**src/rtl/core/prm_pkg.sv**
```systemverilog
// Shared constants, codes, command/status types and helpers for the page replacement manager.
package prm_pkg;

  localparam int NUM_PAGES_DEF  = 256;
  localparam int NUM_FRAMES_DEF = 64;

  localparam int PAGE_IN_W    = 8;
  localparam int FRAME_OUT_W  = 6;
  localparam int VICTIM_OUT_W = 8;
  localparam int CNT_W        = 32;
  localparam int LFSR_W       = 16;
  localparam int POLICY_W     = 2;
  localparam int FIU_W        = 7;
  localparam int ACTION_W     = 2;
  localparam int CFG_ADDR_W   = 2;
  localparam int CFG_DATA_W   = 16;
  localparam int OUT_TDATA_W  = 112;

  localparam logic [POLICY_W-1:0] POL_RANDOM   = 2'd0;
  localparam logic [POLICY_W-1:0] POL_FIFO     = 2'd1;
  localparam logic [POLICY_W-1:0] POL_PINGPONG = 2'd2;

  localparam logic [ACTION_W-1:0] ACT_NONE    = 2'd0;
  localparam logic [ACTION_W-1:0] ACT_LOAD    = 2'd1;
  localparam logic [ACTION_W-1:0] ACT_EVICT   = 2'd2;
  localparam logic [ACTION_W-1:0] ACT_UPGRADE = 2'd3;

  localparam logic [CFG_ADDR_W-1:0] CFG_POLICY = 2'd0;
  localparam logic [CFG_ADDR_W-1:0] CFG_FRAMES = 2'd1;
  localparam logic [CFG_ADDR_W-1:0] CFG_SEED   = 2'd2;

  localparam logic [POLICY_W-1:0] POLICY_RESET = POL_FIFO;
  localparam logic [FIU_W-1:0]    FIU_RESET    = 7'd64;
  localparam logic [LFSR_W-1:0]   SEED_DEFAULT = 16'd44257;
  localparam logic [LFSR_W-1:0]   LFSR_TAPS    = 16'hB400;
  localparam logic [CNT_W-1:0]    CNT_MAX      = 32'hFFFF_FFFF;

  typedef struct packed {
    logic clear;
    logic accept;
    logic look;
    logic mod_step;
    logic own_rd;
    logic vic_rd;
    logic vic_clr;
    logic commit;
  } prm_cmd_t;

  typedef struct packed {
    logic clr_last;
    logic pte_valid;
    logic full;
    logic random;
    logic out_free;
  } prm_stat_t;

  function automatic logic [LFSR_W-1:0] lfsr_next(input logic [LFSR_W-1:0] v);
    logic [LFSR_W-1:0] s;
    s = v >> 1;
    if (v[0]) s = s ^ LFSR_TAPS;
    return s;
  endfunction

endpackage

```
**src/rtl/core/prm_ctrl.sv**
```systemverilog
// Controller state machine sequencing table clear, lookup, victim choice and commit.
module prm_ctrl import prm_pkg::*; (
  input  logic      clk,
  input  logic      rst_n,
  input  logic      in_tvalid,
  output logic      in_tready,
  input  prm_stat_t stat,
  output prm_cmd_t  cmd
);

  localparam int MC_W = $clog2(LFSR_W);

  typedef enum logic [2:0] {
    S_CLEAR, S_IDLE, S_LOOK, S_MOD, S_OWN_RD, S_OWN_WAIT, S_VIC, S_FIN
  } state_t;

  state_t            state_r;
  logic [MC_W-1:0]   mod_cnt_r;

  assign in_tready = (state_r == S_IDLE);

  always_comb begin
    cmd          = '0;
    cmd.clear    = (state_r == S_CLEAR);
    cmd.accept   = (state_r == S_IDLE) && in_tvalid;
    cmd.look     = (state_r == S_LOOK);
    cmd.mod_step = (state_r == S_MOD);
    cmd.own_rd   = (state_r == S_OWN_RD);
    cmd.vic_rd   = (state_r == S_OWN_WAIT);
    cmd.vic_clr  = (state_r == S_VIC);
    cmd.commit   = (state_r == S_FIN) && stat.out_free;
  end

  always_ff @(posedge clk) begin
    if (!rst_n) begin
      state_r   <= S_CLEAR;
      mod_cnt_r <= '0;
    end else begin
      unique case (state_r)
        S_CLEAR: begin
          if (stat.clr_last) state_r <= S_IDLE;
        end
        S_IDLE: begin
          if (in_tvalid) state_r <= S_LOOK;
        end
        S_LOOK: begin
          mod_cnt_r <= '0;
          if (stat.pte_valid || !stat.full) state_r <= S_FIN;
          else if (stat.random) state_r <= S_MOD;
          else state_r <= S_OWN_RD;
        end
        S_MOD: begin
          mod_cnt_r <= mod_cnt_r + 1'b1;
          if (mod_cnt_r == MC_W'(LFSR_W - 1)) state_r <= S_OWN_RD;
        end
        S_OWN_RD:   state_r <= S_OWN_WAIT;
        S_OWN_WAIT: state_r <= S_VIC;
        S_VIC:      state_r <= S_FIN;
        S_FIN: begin
          if (stat.out_free) state_r <= S_IDLE;
        end
        default: state_r <= S_CLEAR;
      endcase
    end
  end

endmodule

```
**src/rtl/core/prm_dpath.sv**
```systemverilog
// Datapath: page table and frame map memories, victim pointer, LFSR, remainder unit, counters.
module prm_dpath import prm_pkg::*; #(
  parameter int NUM_PAGES  = NUM_PAGES_DEF,
  parameter int NUM_FRAMES = NUM_FRAMES_DEF
) (
  input  logic                   clk,
  input  logic                   rst_n,
  input  logic                   cfg_we,
  input  logic [CFG_ADDR_W-1:0]  cfg_addr,
  input  logic [CFG_DATA_W-1:0]  cfg_wdata,
  input  logic [PAGE_IN_W-1:0]   in_tdata,
  input  prm_cmd_t               cmd,
  output prm_stat_t              stat,
  output logic                   out_tvalid,
  input  logic                   out_tready,
  output logic [OUT_TDATA_W-1:0] out_tdata,
  output logic [ACTION_W-1:0]    out_tuser
);

  localparam int PAGE_W  = $clog2(NUM_PAGES);
  localparam int FRAME_W = (NUM_FRAMES > 1) ? $clog2(NUM_FRAMES) : 1;
  localparam int LIM_W   = $clog2(NUM_FRAMES + 1);
  localparam int CMP_W   = (LIM_W > FIU_W) ? LIM_W : FIU_W;
  localparam int PTE_W   = FRAME_W + 2;
  localparam int RED_W   = PAGE_IN_W + 13;
  localparam int PAD_W   = OUT_TDATA_W - FRAME_OUT_W - VICTIM_OUT_W - 1 - 3 * CNT_W;

  function automatic logic [PAGE_W-1:0] reduce_page(input logic [PAGE_IN_W-1:0] v);
    logic [RED_W-1:0] r;
    r = RED_W'(v);
    for (int k = PAGE_IN_W - 1; k >= 0; k--) begin
      if (r >= (RED_W'(NUM_PAGES) << k)) r = r - (RED_W'(NUM_PAGES) << k);
    end
    return r[PAGE_W-1:0];
  endfunction

  function automatic logic [CNT_W-1:0] sat_inc(input logic [CNT_W-1:0] v);
    return (v == CNT_MAX) ? v : v + 1'b1;
  endfunction

  // configuration
  logic [POLICY_W-1:0] policy_r;
  logic [FIU_W-1:0]    fiu_r;

  // state
  logic [LFSR_W-1:0]   lfsr_r;
  logic [LIM_W-1:0]    filled_r;
  logic [FRAME_W-1:0]  vp_r;
  logic                up_r;
  logic [CNT_W-1:0]    faults_r, loads_r, wbs_r;
  logic [PAGE_W-1:0]   clr_addr_r;

  // per-item working registers
  logic [PAGE_W-1:0]   page_r;
  logic [ACTION_W-1:0] act_r;
  logic [FRAME_W-1:0]  frame_r;
  logic [PAGE_W-1:0]   victim_r;
  logic                wb_r;
  logic [LFSR_W-1:0]   mod_sh_r;
  logic [LIM_W-1:0]    rem_r;

  // memories
  logic [PTE_W-1:0]    pt_mem [NUM_PAGES];
  logic [PTE_W-1:0]    pt_rdata_r;
  logic [PAGE_W-1:0]   own_mem [NUM_FRAMES];
  logic [PAGE_W-1:0]   own_rdata_r;

  // output register
  logic                   out_valid_r;
  logic [OUT_TDATA_W-1:0] out_data_r;
  logic [ACTION_W-1:0]    out_user_r;

  // frame limit and pointer arithmetic
  logic [CMP_W-1:0]    fiu_ext;
  logic [LIM_W-1:0]    limit, p, p_inc, fifo_next, pp_down, pp_next;
  logic                pp_flip, full, is_fifo, is_random, is_pp, loading;
  logic [LIM_W:0]      rem_sh, rem_sub;
  logic [LIM_W-1:0]    rem_nxt;
  logic [LFSR_W-1:0]   lfsr_adv;
  logic [CNT_W-1:0]    faults_nxt, loads_nxt, wbs_nxt;

  logic                pt_we, pt_re;
  logic [PAGE_W-1:0]   pt_waddr, pt_raddr;
  logic [PTE_W-1:0]    pt_wdata;
  logic [PAGE_W-1:0]   in_page;

  assign fiu_ext = CMP_W'(fiu_r);
  always_comb begin
    if (fiu_r == '0) limit = LIM_W'(1);
    else if (fiu_ext > CMP_W'(NUM_FRAMES)) limit = LIM_W'(NUM_FRAMES);
    else limit = fiu_ext[LIM_W-1:0];
  end

  assign full      = !(filled_r < limit);
  assign is_random = (policy_r == POL_RANDOM);
  assign is_pp     = (policy_r == POL_PINGPONG);
  assign is_fifo   = !is_random && !is_pp;

  assign p         = (LIM_W'(vp_r) < limit) ? LIM_W'(vp_r) : '0;
  assign p_inc     = p + 1'b1;
  assign fifo_next = (p_inc == limit) ? '0 : p_inc;
  assign pp_down   = (p == '0) ? limit - 1'b1 : p - 1'b1;
  assign pp_next   = up_r ? fifo_next : pp_down;
  assign pp_flip   = (pp_next == '0) || (pp_next == limit - 1'b1);

  // one remainder bit per step
  assign rem_sh  = {rem_r, mod_sh_r[LFSR_W-1]};
  assign rem_sub = rem_sh - {1'b0, limit};
  assign rem_nxt = (rem_sh >= {1'b0, limit}) ? rem_sub[LIM_W-1:0] : rem_sh[LIM_W-1:0];

  assign lfsr_adv = lfsr_next(lfsr_r);
  assign in_page  = reduce_page(in_tdata);
  assign loading  = (act_r == ACT_LOAD) || (act_r == ACT_EVICT);

  assign faults_nxt = loading ? sat_inc(faults_r) : faults_r;
  assign loads_nxt  = loading ? sat_inc(loads_r) : loads_r;
  assign wbs_nxt    = wb_r ? sat_inc(wbs_r) : wbs_r;

  // page table ports
  always_comb begin
    pt_we    = 1'b0;
    pt_waddr = page_r;
    pt_wdata = '0;
    if (cmd.clear) begin
      pt_we    = 1'b1;
      pt_waddr = clr_addr_r;
    end else if (cmd.vic_clr) begin
      pt_we    = 1'b1;
      pt_waddr = victim_r;
    end else if (cmd.commit && act_r == ACT_UPGRADE) begin
      pt_we    = 1'b1;
      pt_wdata = {frame_r, 1'b1, 1'b1};
    end else if (cmd.commit && loading) begin
      pt_we    = 1'b1;
      pt_wdata = {frame_r, 1'b0, 1'b1};
    end
  end

  assign pt_re    = cmd.accept || cmd.vic_rd;
  assign pt_raddr = cmd.accept ? in_page : own_rdata_r;

  always_ff @(posedge clk) begin
    if (pt_we) pt_mem[pt_waddr] <= pt_wdata;
    if (pt_re) pt_rdata_r <= pt_mem[pt_raddr];
  end

  always_ff @(posedge clk) begin
    if (cmd.commit && loading) own_mem[frame_r] <= page_r;
    if (cmd.own_rd) own_rdata_r <= own_mem[frame_r];
  end

  // control state
  always_ff @(posedge clk) begin
    if (!rst_n) begin
      policy_r    <= POLICY_RESET;
      fiu_r       <= FIU_RESET;
      lfsr_r      <= SEED_DEFAULT;
      filled_r    <= '0;
      vp_r        <= '0;
      up_r        <= 1'b1;
      faults_r    <= '0;
      loads_r     <= '0;
      wbs_r       <= '0;
      clr_addr_r  <= '0;
      out_valid_r <= 1'b0;
    end else begin
      if (cfg_we) begin
        unique case (cfg_addr)
          CFG_POLICY: policy_r <= cfg_wdata[POLICY_W-1:0];
          CFG_FRAMES: fiu_r    <= cfg_wdata[FIU_W-1:0];
          CFG_SEED:   lfsr_r   <= (cfg_wdata == '0) ? SEED_DEFAULT : cfg_wdata;
          default: ;
        endcase
      end
      if (cmd.clear) clr_addr_r <= clr_addr_r + 1'b1;
      if (cmd.look && !pt_rdata_r[0]) begin
        if (!full) begin
          if (is_fifo) vp_r <= FRAME_W'(fifo_next);
        end else if (is_random) begin
          lfsr_r <= lfsr_adv;
        end else if (is_pp) begin
          vp_r <= FRAME_W'(pp_next);
          if (pp_flip) up_r <= !up_r;
        end else begin
          vp_r <= FRAME_W'(fifo_next);
        end
      end
      if (cmd.commit) begin
        out_valid_r <= 1'b1;
        faults_r    <= faults_nxt;
        loads_r     <= loads_nxt;
        wbs_r       <= wbs_nxt;
        if (act_r == ACT_LOAD) filled_r <= filled_r + 1'b1;
      end else if (out_tready) begin
        out_valid_r <= 1'b0;
      end
    end
  end

  // result held here while the next fault is worked on
  always_ff @(posedge clk) begin
    if (cmd.commit) begin
      out_user_r <= act_r;
      out_data_r <= {{PAD_W{1'b0}}, wbs_nxt, loads_nxt, faults_nxt, wb_r,
                     VICTIM_OUT_W'(victim_r), FRAME_OUT_W'(frame_r)};
    end
  end

  // working registers
  always_ff @(posedge clk) begin
    if (cmd.accept) page_r <= in_page;
    if (cmd.look) begin
      victim_r <= '0;
      wb_r     <= 1'b0;
      mod_sh_r <= lfsr_adv;
      rem_r    <= '0;
      if (pt_rdata_r[0]) begin
        act_r   <= pt_rdata_r[1] ? ACT_NONE : ACT_UPGRADE;
        frame_r <= pt_rdata_r[PTE_W-1:2];
      end else if (!full) begin
        act_r   <= ACT_LOAD;
        frame_r <= FRAME_W'(filled_r);
      end else begin
        act_r   <= ACT_EVICT;
        frame_r <= FRAME_W'(p);
      end
    end
    if (cmd.mod_step) begin
      mod_sh_r <= mod_sh_r << 1;
      rem_r    <= rem_nxt;
      frame_r  <= FRAME_W'(rem_nxt);
    end
    if (cmd.vic_rd) victim_r <= own_rdata_r;
    if (cmd.vic_clr) wb_r <= pt_rdata_r[0] && pt_rdata_r[1];
  end

  assign stat.clr_last  = (clr_addr_r == PAGE_W'(NUM_PAGES - 1));
  assign stat.pte_valid = pt_rdata_r[0];
  assign stat.full      = full;
  assign stat.random    = is_random;
  assign stat.out_free  = !out_valid_r || out_tready;

  assign out_tvalid = out_valid_r;
  assign out_tuser  = out_user_r;
  assign out_tdata  = out_data_r;

endmodule

```
**src/rtl/core/page_replacement_manager.sv**
```systemverilog
// Top level of the page replacement manager: controller plus datapath.
// Each page-fault transfer yields one result transfer. After reset the page table is
// cleared one entry per cycle, NUM_PAGES entries (256 by default), with in_tready low.
// A fault then goes from lookup straight to commit when the page is resident or a
// free frame remains. When a victim is taken under fifo or ping-pong, the owner read,
// the victim's page table read and the victim clear come in between; under random the
// 16-bit LFSR value is first reduced modulo the frame count one bit per cycle.
// The page table has registered reads; a held result stalls the commit until out_tready.
// The next fault can be taken while the previous result still waits on the output.
module page_replacement_manager import prm_pkg::*; #(
  parameter int NUM_PAGES  = NUM_PAGES_DEF,
  parameter int NUM_FRAMES = NUM_FRAMES_DEF
) (
  input  logic                   clk,
  input  logic                   rst_n,
  input  logic                   cfg_we,
  input  logic [CFG_ADDR_W-1:0]  cfg_addr,
  input  logic [CFG_DATA_W-1:0]  cfg_wdata,
  input  logic                   in_tvalid,
  output logic                   in_tready,
  input  logic [PAGE_IN_W-1:0]   in_tdata,   // [7:0] page_index
  output logic                   out_tvalid,
  input  logic                   out_tready,
  // [5:0] frame_index, [13:6] victim_page, [14] write_back, [46:15] fault_count,
  // [78:47] read_count, [110:79] write_count, [111] zero
  output logic [OUT_TDATA_W-1:0] out_tdata,
  output logic [ACTION_W-1:0]    out_tuser   // [1:0] action
);

  prm_cmd_t  cmd;
  prm_stat_t stat;

  prm_ctrl u_ctrl (
    .clk       (clk),
    .rst_n     (rst_n),
    .in_tvalid (in_tvalid),
    .in_tready (in_tready),
    .stat      (stat),
    .cmd       (cmd)
  );

  prm_dpath #(
    .NUM_PAGES  (NUM_PAGES),
    .NUM_FRAMES (NUM_FRAMES)
  ) u_dpath (
    .clk        (clk),
    .rst_n      (rst_n),
    .cfg_we     (cfg_we),
    .cfg_addr   (cfg_addr),
    .cfg_wdata  (cfg_wdata),
    .in_tdata   (in_tdata),
    .cmd        (cmd),
    .stat       (stat),
    .out_tvalid (out_tvalid),
    .out_tready (out_tready),
    .out_tdata  (out_tdata),
    .out_tuser  (out_tuser)
  );

endmodule

```
**config.mk**
```make
export PLATFORM = sky130hd
export DESIGN_NAME = page_replacement_manager
export DESIGN_NICKNAME = d
export VERILOG_FILES = /design/src/rtl/core/prm_pkg.sv /design/src/rtl/core/prm_ctrl.sv /design/src/rtl/core/prm_dpath.sv /design/src/rtl/core/page_replacement_manager.sv
export SDC_FILE = /design/constraint.sdc
export NUM_CORES = 2
export LEC_CHECK = 0
export BUFFER_PORTS_ARGS = -buffer_cell sky130_fd_sc_hd__buf_2
export CAP_MARGIN = 20
export CORE_AREA = 2 2 482 484
export CTS_BUF_LIST = sky130_fd_sc_hd__clkbuf_8
export CTS_CLUSTER_SIZE = 28
export DETAILED_ROUTE_END_ITERATION = 6
export DIE_AREA = 0 0 484 486
export GPL_ROUTABILITY_DRIVEN = 0
export GPL_TIMING_DRIVEN = 0
export HOLD_SLACK_MARGIN = 0.05
export MAX_ROUTING_LAYER = met4
export PLACE_DENSITY = 0.62
export SLEW_MARGIN = 25
export SYNTH_ARGS = -nofsm -noshare
export SYNTH_HDL_FRONTEND = slang
export SYNTH_SLANG_ARGS = --single-unit
```
**constraint.sdc**
```tcl
create_clock -name clk -period 15.1 [get_ports clk]
set_clock_uncertainty 0.2 [all_clocks]
set_input_delay 0 -clock clk [delete_from_list [all_inputs] [get_ports clk]]
set_output_delay 0 -clock clk [all_outputs]
set_load 0.01 [all_outputs]
```
==> out/summary.log <==
[sta] worst hold margin 0.217 ns
[routing] post-detailed-route DRC marker count 0
[clock_network] clock tree buffer depth 4
[synthesis] Seq cells post-synth 2888
[sta] post-route setup TNS 0 ns
[critical_path] Reg2Reg Depth 12
[critical_path] Reg2Reg Launch Point u_ctrl.state_r[2]
[sta] transition time at the pin with the least slew margin 1.25 ns
[placed_design] number of buffer cells added on primary ports 145
[die] Core Area 229000 um^2
[synthesis] post-synthesis instance area 115000 um^2
[synthesis] Synthesized Nets 6725
[die] DIE WIDTH 484 um
[global_routing] largest net degree at the start of global routing 78
[synthesis] Primary FF master, synth sky130_fd_sc_hd__edfxtp_1
[routing] Initial DRC Count 8896
[clock_network] Root Buffer sky130_fd_sc_hd__clkbuf_8
[power_and_ir_drop] Static Leak 40.4 nW
[critical_path] type of origin of the critical path register
[worst_hold_path] HP Class primary input to register
[routing] total wirelength of the detailed-routed design 328 mm
[critical_path] data arrival time of the critical path 6.95 ns
[synthesis] number of flops mapped to enable cells by yosys 2736
[cells_and_area] signed area change from the synthesized netlist to the final layout 13.7%
[critical_path] peak fanout along the critical path 17
[routing] number of vias per cell 6.21
[sta] final count of negative-setup-slack endpoints 0
[power_and_ir_drop] worst-case vdd ir drop 101 uV
[flow_run] max-cap violation count 0
[global_routing] gr ovfl total 0
[synthesis] top cell type by total area after synthesis sky130_fd_sc_hd__edfxtp_1
[sta] upper clock frequency limit 0.158 GHz
[sta] max-slew violation count 0
[synthesis] main combinational cell family by area after synthesis multiplexers
[global_routing] antenna violations before repair 12
[critical_path] Critical path origin u_ctrl.state_r[2]
[die] effective utilization at floorplan 0.500
[global_routing] vias in the first global route 65800
[synthesis] number of synthesis warnings 0
[synthesis] Yosys cell types 85
[worst_hold_path] HP Start cfg_wdata[2]
[clock_network] TritonCTS Sinks 2888
[status] result of the run complete, no violations
[synthesis] fraction of the yosys area taken by sequential cells 0.743
[sta] fin crit period 6.34 ns
[cells_and_area] fraction of layout instances using a drive strength above 1 0.193
[sta] unrepaired setup endpoints after global routing false
[critical_path] required time of the worst setup path 15.70 ns
[cells_and_area] Net count, final 7515
[power_and_ir_drop] power density of the placed cells 115 nW/um^2
[routing] via total after detailed routing 67300
[die] Die Y 486 um
[global_routing] total global routing track utilization 0.284
[global_routing] wire length of the first global-routing pass 466 mm
[die] number of top-level pins 147
[cells_and_area] number of fill cells 17700
[clock_network] latest clock arrival within the worst-skew pair 1.16 ns
[die] number of placement rows 176
[synthesis] area share of the largest cell type after synthesis 0.716
[critical_path] crit path kind register to register
[critical_path] nature of the critical path endpoint register
[sta] final worst path period share 0.420
[clock_network] TritonCTS clock tree built
[clock_network] clock slew seen by the registers of the worst setup and hold paths 0.06 ns
[sta] relative max-transition margin 0.168
[synthesis] post-synthesis simple-gate area fraction 0.0646
[clock_network] total of cells resized after clock tree synthesis 0
[synthesis] syn_area_per_cell 17.2 um^2
[routing] average wire per standard cell 30.3 um
[synthesis] portion of netlist area occupied by mux cells 0.105
[sta] endpoints failing hold 0
[routing] DR pass1 iterations 7
[synthesis] adder-cell share of the synthesized area 0.00345
[synthesis] cell with the most instances after synthesis sky130_fd_sc_hd__edfxtp_1
[synthesis] post-synthesis xor/xnor area fraction 0.0143
[synthesis] Post-Synthesis Cells 6663
[synthesis] Post-synth top cells sky130_fd_sc_hd__edfxtp_1 (2736), sky130_fd_sc_hd__nand2_1 (657), sky130_fd_sc_hd__nor2_1 (579)
[clock_network] TritonCTS buffer count 468
[clock_network] CTS H-tree depth 5
[routing] number of nets with antenna violations after detailed routing 0
[worst_hold_path] depth of the worst hold-timing path 5
[synthesis] post-synthesis compound-gate area fraction 0.0522
[synthesis] main area contributors after synthesis sky130_fd_sc_hd__edfxtp_1 (72%), sky130_fd_sc_hd__mux4_2 (10%), sky130_fd_sc_hd__dfxtp_1 (2.7%), sky130_fd_sc_hd__nand2_1 (2.2%), sky130_fd_sc_hd__nor2_1 (1.9%)
[die] Die Area 235000 um^2
[placed_design] post-detail-place hpwl 219 mm
[synthesis] Post-synth ARST share 0
[report_power, final]
group          switching (mW)  internal (mW)  leakage (nW)
registers             0.00546           8.64          24.6
clock network            3.07           3.20          4.78
logic                  0.0761         0.0371          11.0
[per-layer routing]
layer | vias up | share of wire | global-route usage
li1 | 28100 | - | -
met2 | 3905 | 0.47 | 0.436
met4 | 0 | 0.037 | 0.0967
met3 | 729 | 0.10 | 0.0606
met1 | 34600 | 0.39 | 0.379
met5 | - | 0 | -
[final cells by class]
class	count	area, um^2	share of cell area
clock inverter	330	1800	0.0138
buffer	401	1860	0.0143
clock buffer	480	6610	0.0506
timing repair buffer	320	3400	0.0261
multi-input combinational	3338	27600	0.212
inverter	36	135	0.00104
sequential	2888	85200	0.653
antenna	17	42.5	0.000326
tap	3026	3790	0.0290
[registers in the layout, summed over array words and instances (netlist names), 7 cells and up]
signal	cells
u_dpath.own_mem	512
u_dpath.pt_mem	2048
u_dpath.faults_r	32
u_dpath.pt_rdata_r	8
u_dpath.out_tdata	111
u_dpath.rem_r	7
u_dpath.fiu_ext	7
u_dpath.loads_r	32
u_dpath.own_rdata_r	8
u_dpath.lfsr_r	16
u_dpath.mod_sh_r	16
u_dpath.filled_r	7
u_dpath.wbs_r	32
u_dpath.victim_r	8
u_dpath.page_r	8
u_dpath.clr_addr_r	8
[metrics by stage]
stage	cell area [um^2]	worst slack (ns)	instances	power [mW]	utilization
3_5_place_dp	121000	9.17	9909	8.90	0.527
6_report	130000	8.76	10800	15.0	0.568
5_1_grt	130000	8.73	10800	15.4	0.568
3_3_place_gp	119000	-10.41	9834	8.90	0.519
4_1_cts	130000	9.15	10800	15.1	0.568
2_1_floorplan	115000	2.43	6663	8.86	-
[timing repair]
item	in CTS	in global routing
hold buffers	99	0
hold endpoints to repair	236	0
buffers inserted	0	0
[worst max-delay path, cell delays in order, from the launching register on]
cell and delay (ns):
sky130_fd_sc_hd__dfxtp_1 0.33, sky130_fd_sc_hd__nor2_1 0.13, sky130_fd_sc_hd__and3_1 0.19, sky130_fd_sc_hd__buf_4 0.16, sky130_fd_sc_hd__buf_2 0.42, sky130_fd_sc_hd__mux2i_2 0.88, sky130_fd_sc_hd__clkbuf_1 0.78, sky130_fd_sc_hd__clkbuf_1 0.71
sky130_fd_sc_hd__clkbuf_1 0.68, sky130_fd_sc_hd__a211oi_1 0.22, sky130_fd_sc_hd__a31oi_1 0.54, sky130_fd_sc_hd__a221oi_1 0.23, sky130_fd_sc_hd__o221ai_1 0.55
[layout by cell type, fill, tap and decap left out, types with 77 or more instances in the layout]
master                          Yosys  routed
sky130_fd_sc_hd__a211oi_1          77      77
sky130_fd_sc_hd__a21oi_1           86      85
sky130_fd_sc_hd__a22oi_1          153     153
sky130_fd_sc_hd__a31oi_1          130     130
sky130_fd_sc_hd__and2_1            84      78
sky130_fd_sc_hd__buf_2             66     216
sky130_fd_sc_hd__clkbuf_1         242     217
sky130_fd_sc_hd__clkbuf_8           0     480
sky130_fd_sc_hd__clkinv_1           2     117
sky130_fd_sc_hd__dfxtp_1          152     152
sky130_fd_sc_hd__dlygate4sd3_1      0      99
sky130_fd_sc_hd__edfxtp_1        2736    2736
sky130_fd_sc_hd__inv_1             34     156
sky130_fd_sc_hd__mux4_2           512     512
sky130_fd_sc_hd__nand2_1          657     657
sky130_fd_sc_hd__nand3_1          139     138
sky130_fd_sc_hd__nor2_1           579     576
sky130_fd_sc_hd__o21ai_0          103     101
sky130_fd_sc_hd__xnor2_1           96      96
sky130_fd_sc_hd__xor2_1            91      91
[logic make-up after synthesis]
group,count (synthesis)
adders and majority gates,31
DFF,2888
buffers and inverters,437
AOI/OAI and AO/OA,857
other,1
xor gates and xnor gates,187
muxes,566
and+or+nand+nor,1696
[final timing paths]
kind / slack (ns) / to
max: 8.76 / u_dpath.pt_rdata_r[4]
min: 0.22 / u_dpath.fiu_ext[2]
max reg2reg: 8.76 / u_dpath.pt_rdata_r[4]
min reg2reg: 0.27 / u_dpath.mod_sh_r[0]
(Power assumes the default switching activity.)
